--- src/design/pidaw_pkg.sv ---
// ----------------------------------------------------------------------------
// pidaw_pkg
// Shared types and constants of the anti-windup PID controller.
// ----------------------------------------------------------------------------
package pidaw_pkg;

  localparam int VALUE_WIDTH    = 32;
  localparam int GAIN_WIDTH     = 32;
  localparam int BAND_WIDTH     = 31;
  localparam int INTEG_WIDTH    = 48;
  localparam int GAIN_FRAC_BITS = 24;
  localparam int CFG_IDX_WIDTH  = 3;
  localparam int CFG_DATA_WIDTH = 32;

  typedef enum logic [CFG_IDX_WIDTH-1:0] {
    REG_SETPOINT   = 3'd0,
    REG_GAIN_PROP  = 3'd1,
    REG_GAIN_INTEG = 3'd2,
    REG_GAIN_DERIV = 3'd3,
    REG_DRIVE_MAX  = 3'd4,
    REG_DRIVE_MIN  = 3'd5,
    REG_INTEG_BAND = 3'd6
  } reg_idx_e;

  localparam logic signed [VALUE_WIDTH-1:0] SETPOINT_RST   = 32'sd1572864;
  localparam logic signed [GAIN_WIDTH-1:0]  GAIN_PROP_RST  = 32'sd105696;
  localparam logic signed [GAIN_WIDTH-1:0]  GAIN_INTEG_RST = 32'sd31877;
  localparam logic signed [GAIN_WIDTH-1:0]  GAIN_DERIV_RST = 32'sd33554;
  localparam logic signed [VALUE_WIDTH-1:0] DRIVE_MAX_RST  = 32'sd65536;
  localparam logic signed [VALUE_WIDTH-1:0] DRIVE_MIN_RST  = 32'sd32768;
  localparam logic [BAND_WIDTH-1:0]         INTEG_BAND_RST = 31'd6553600;

  typedef struct packed {
    logic signed [VALUE_WIDTH-1:0] setpoint;
    logic signed [GAIN_WIDTH-1:0]  gain_prop;
    logic signed [GAIN_WIDTH-1:0]  gain_integ;
    logic signed [GAIN_WIDTH-1:0]  gain_deriv;
    logic signed [VALUE_WIDTH-1:0] drive_max;
    logic signed [VALUE_WIDTH-1:0] drive_min;
    logic [BAND_WIDTH-1:0]         integ_band;
  } cfg_t;

endpackage

--- src/design/pidaw_cfg_regs.sv ---
// ----------------------------------------------------------------------------
// pidaw_cfg_regs
// Configuration register file: setpoint, gains, output clamps and band.
// ----------------------------------------------------------------------------
module pidaw_cfg_regs (
  input  logic                                  clk_i,
  input  logic                                  rst_ni,
  input  logic                                  cfg_valid_i,
  input  logic [pidaw_pkg::CFG_IDX_WIDTH-1:0]   cfg_index_i,
  input  logic [pidaw_pkg::CFG_DATA_WIDTH-1:0]  cfg_data_i,
  output pidaw_pkg::cfg_t                       cfg_o
);
  import pidaw_pkg::*;

  cfg_t cfg_q, cfg_d;

  always_comb begin
    cfg_d = cfg_q;
    if (cfg_valid_i) begin
      case (reg_idx_e'(cfg_index_i))
        REG_SETPOINT:   cfg_d.setpoint   = $signed(cfg_data_i);
        REG_GAIN_PROP:  cfg_d.gain_prop  = $signed(cfg_data_i);
        REG_GAIN_INTEG: cfg_d.gain_integ = $signed(cfg_data_i);
        REG_GAIN_DERIV: cfg_d.gain_deriv = $signed(cfg_data_i);
        REG_DRIVE_MAX:  cfg_d.drive_max  = $signed(cfg_data_i);
        REG_DRIVE_MIN:  cfg_d.drive_min  = $signed(cfg_data_i);
        REG_INTEG_BAND: cfg_d.integ_band = cfg_data_i[BAND_WIDTH-1:0];
        default: ; // unmapped index, write dropped
      endcase
    end
  end

  always_ff @(posedge clk_i or negedge rst_ni) begin
    if (!rst_ni) begin
      cfg_q.setpoint   <= SETPOINT_RST;
      cfg_q.gain_prop  <= GAIN_PROP_RST;
      cfg_q.gain_integ <= GAIN_INTEG_RST;
      cfg_q.gain_deriv <= GAIN_DERIV_RST;
      cfg_q.drive_max  <= DRIVE_MAX_RST;
      cfg_q.drive_min  <= DRIVE_MIN_RST;
      cfg_q.integ_band <= INTEG_BAND_RST;
    end else begin
      cfg_q <= cfg_d;
    end
  end

  assign cfg_o = cfg_q;

endmodule

--- config.mk ---
export PLATFORM = sky130hd
export DESIGN_NAME = pidaw_cfg_regs
export DESIGN_NICKNAME = d
export VERILOG_FILES = /design/src/design/pidaw_pkg.sv /design/src/design/pidaw_cfg_regs.sv
export SDC_FILE = /design/constraint.sdc
export NUM_CORES = 1
export LEC_CHECK = 0
export BUFFER_PORTS_ARGS = -buffer_cell sky130_fd_sc_hd__buf_2
export CAP_MARGIN = 0
export CORE_MARGIN = 5
export CORE_UTILIZATION = 55
export DETAILED_ROUTE_END_ITERATION = 6
export PLACE_DENSITY_LB_ADDON = 0.08
export REMOVE_ABC_BUFFERS = 1
export SKIP_LAST_GASP = 1
export SLEW_MARGIN = 20
export SYNTH_ARGS = -nofsm -noshare
export SYNTH_HDL_FRONTEND = slang
export SYNTH_SLANG_ARGS = --single-unit
--- constraint.sdc ---
create_clock -name clk_i -period 1.9 [get_ports clk_i]
set_input_delay 0.19 -clock clk_i [delete_from_list [all_inputs] [get_ports clk_i]]
set_output_delay 0.19 -clock clk_i [all_outputs]
set_load 0.01 [all_outputs]
==> qor.log <==
qor: cells_and_area.final-seq-area 0.00562 mm2
qor: critical_path.critical_path.cell_chain buf_2
qor: critical_path.cp_num_buf_inv 1
qor: critical_path.cp.depth 1
qor: cts.cts_resized 0
qor: sta.rsz0062_at_grt no
qor: power_and_ir_drop.vdd_ir_drop_max 0.000785 V
qor: synth.largest_family_of_logic_cells_by_synthesized_area multiplexers
qor: cells_and_area.nets 805
qor: sta.worst_hold_slack 0.0124 ns
qor: floorplan.rows 45
qor: synth.post_synthesis_mux_area_share 0.306
qor: cells_and_area.final_cell_area 0.0111 mm2
qor: cts.root_buffer sky130_fd_sc_hd__clkbuf_16
qor: critical_path.critical_path_class register to output pin
qor: floorplan.floorplan.die_area 0.0182 mm2
qor: synth.post_synth_xor_area_fraction 0
qor: cells_and_area.fin_cells 994
qor: drt.drt_first_iter_violations 233
qor: power_and_ir_drop.combinationalPowerShare 0.220
qor: cells_and_area.multi_input_comb_area 0.00274 mm2
qor: critical_path.cp-start-kind register
qor: power_and_ir_drop.static-leakage-power 5.34 nW
qor: cells_and_area.flip_flop_count_of_the_largest_register_all_copies_and_words_added 223
qor: critical_path.category_of_cells_accounting_for_the_largest_share_of_critical_path_delay flip-flops
qor: drt.drt-vias-per-instance 5.18
qor: cts.buffers_from_clock_root_to_sink_at_most 3
qor: cts.cts.clk_slew.worst_paths 0.06 ns
qor: cts.cts-buffers-inserted 23
qor: power_and_ir_drop.netSwitchingFraction 0.276
qor: power_and_ir_drop.pwr_density_cell 1280 mW/mm2
qor: synth.yosysSeqAreaShare 0.655
qor: cells_and_area.num_antenna_cells 0
qor: cells_and_area.syn2layout_area_growth 29.2%
qor: global_routing.antenna_violations_before_repair 0
qor: cts.cts_tree built
qor: sta.max_slew_margin 0.750
qor: job.max_cap_viol_count 0
qor: hold_path.worst_hold_path_type input port to register
qor: sta.fmax 0.729 GHz
qor: status.outcome finished, final reports clean
qor: placement.detailedPlace.worstSlack 0.394 ns
qor: global_routing.grt_start_max_net_pins 67
qor: cts.clkLatencyLatePin 0.49 ns
qor: placement.gpl.final_weighted_congestion 0.751
qor: power_and_ir_drop.switchingPower 3.92 mW
qor: placement.dp_hpwl 14300 um
qor: critical_path.critical-path-max-stage-delay 0.55 ns
qor: drt.total_routed_length 21000 um
qor: synth.synthDistinctLibCells 12
qor: critical_path.r2r-start cfg_o[150]
qor: floorplan.floorplan.die.width 135 um
qor: critical_path.max_fo_critical_path 2
qor: power_and_ir_drop.clock_power_share 0.325
qor: power_and_ir_drop.fin_total_pwr 14.2 mW
qor: placement.placement.cell_area 0.0101 mm2
qor: cts.h-tree-depth 1
qor: global_routing.grt.overflow.total 0
qor: sta.final_worst_path_setup_slack 0.527 ns
qor: drt.vias 5146
qor: critical_path.cp.required 1.71 ns
qor: cts.clkSinkCount 223
qor: floorplan.die_height 135 um
qor: sta.timing.final.crit_share 0.722
qor: sta.tightestPinTransition 0.375 ns
qor: sta.setup_viol 0
qor: placement.dpl.cell_count 938
qor: floorplan.core_area 0.0153 mm2
qor: critical_path.critPathLaunch cfg_o[175]
qor: critical_path.cp_slowest_cell sky130_fd_sc_hd__dfstp_2
qor: synth.adder_cell_fraction_of_synth_area 0
qor: drt.routedWlPerCell 21.1 um
qor: drt.route.antenna.remaining_nets 0
qor: drt.drc_errors 0
qor: global_routing.via_count_of_the_first_global_routing_pass 5604
qor: cells_and_area.layout-drive-gt1-share 0.648
qor: drt.dr.pass1.iters 4
qor: sta.hold_violations 0
qor: critical_path.worstSetupEndpointType output pin
qor: synth.synth.avg_cell_area 17.9 um2
qor: sta.finalSetupTns 0 ns
qor: critical_path.reg2reg_depth 1
qor: synth.synth.ff_latch_count 223
qor: floorplan.io-pin-count 261
qor: floorplan.initial_core_util 0.562
qor: global_routing.grt_use_total 0.229
qor: global_routing.wire_length_of_the_first_global_routing_pass 32500 um
qor: hold_path.worst_hold_startpoint cfg_data_i[6]
qor: hold_path.min_path_cells 2
qor: sta.timing.final.max_slew_violations 0
qor: sta.finClkSkew 0 ns
qor: sta.finalCriticalPeriod 1.37 ns
qor: synth.synth_area 0.00857 mm2
qor: synth.synth-simple-area-share 0.00964
qor: power_and_ir_drop.power.sequential.fraction 0.455
qor: cells_and_area.post-route-util 0.726
qor: synth.synth_compound_area_frac 0
qor: synth.ys.warnings.count 0
qor: synth.synthCells 478
qor: placement.io_buffers 260
qor: critical_path.worstPathArrival 1.18 ns
qor: cells_and_area.layout.filler_cells 1039
qor: power_and_ir_drop.internal_power 10.3 mW
## placed cells by master (no fill, tap or decap)
cell and n:
sky130_fd_sc_hd__and4bb_2 1, sky130_fd_sc_hd__buf_12 8, sky130_fd_sc_hd__buf_2 259, sky130_fd_sc_hd__buf_4 6, sky130_fd_sc_hd__bufinv_16 3, sky130_fd_sc_hd__clkbuf_1 1
sky130_fd_sc_hd__clkbuf_16 23, sky130_fd_sc_hd__clkbuf_8 6, sky130_fd_sc_hd__clkinv_2 6, sky130_fd_sc_hd__clkinv_4 1, sky130_fd_sc_hd__clkinvlp_4 2, sky130_fd_sc_hd__dfrtp_1 195
sky130_fd_sc_hd__dfstp_2 28, sky130_fd_sc_hd__dlygate4sd3_1 15, sky130_fd_sc_hd__mux2_1 62, sky130_fd_sc_hd__mux2_2 131, sky130_fd_sc_hd__mux2_4 30, sky130_fd_sc_hd__nand4b_1 3
sky130_fd_sc_hd__nor4b_4 1, sky130_fd_sc_hd__nor4bb_4 2
## worst paths after layout
| kind | slack [ns] | end |
|---|---|---|
| max in group asynchronous | 1.03 | cfg_o[140] |
| min in group asynchronous | 0.16 | cfg_o[179] |
| setup / recovery | 0.53 | cfg_o[175] |
| setup reg to reg | 1.08 | cfg_o[150] |
| hold / removal | 0.01 | cfg_o[69] |
| hold reg to reg | 0.48 | cfg_o[88] |
## kinds of logic (layout without fill, tap and decap cells)
family                 Yosys count  in the layout
muxes                          223            223
DFF                            223            223
buffers and inverters           25            330
and+or+nand+nor                  7              7
## cell type report
class	count	share of cell area
Multi-Input combinational cell	230	0.247
Clock buffer	29	0.0585
Tap cell	211	0.0238
Clock inverter	12	0.0130
Sequential cell	223	0.507
Timing Repair Buffer	289	0.150
## cell usage after synthesis, drive strengths merged
cell    number  share of area
mux2       223           0.31
dfrtp      195           0.57
dfstp       28          0.086
buf         25          0.029
nand4b       3         0.0031
nor4bb       2         0.0023
and4bb       1         0.0015
nor4b        1         0.0028
## repair_timing
action | CTS | global route
hold buffers | 15 | 0
setup buffers | 0 | 0
endpoints found under the hold margin | 240 | 0
## routing by layer
metal	GRT usage	wire, um	up-vias
li1	-	-	2272
met1	0.302	8480	2650
met2	0.382	10400	189
met3	0.0577	1600	35
met4	0.0633	530	0
met5	0	0	-
## power by group through the flow
stage	Sequential [mW]	Combinational (mW)	Clock [mW]
floorplan	6.97	0.999	0
global placement	6.46	3.07	0
detailed placement	6.53	3.15	0
CTS	6.46	3.19	4.71
global route	6.58	3.36	4.95
finish	6.47	3.12	4.62
No activity file was read; power rests on OpenSTA's default activity.
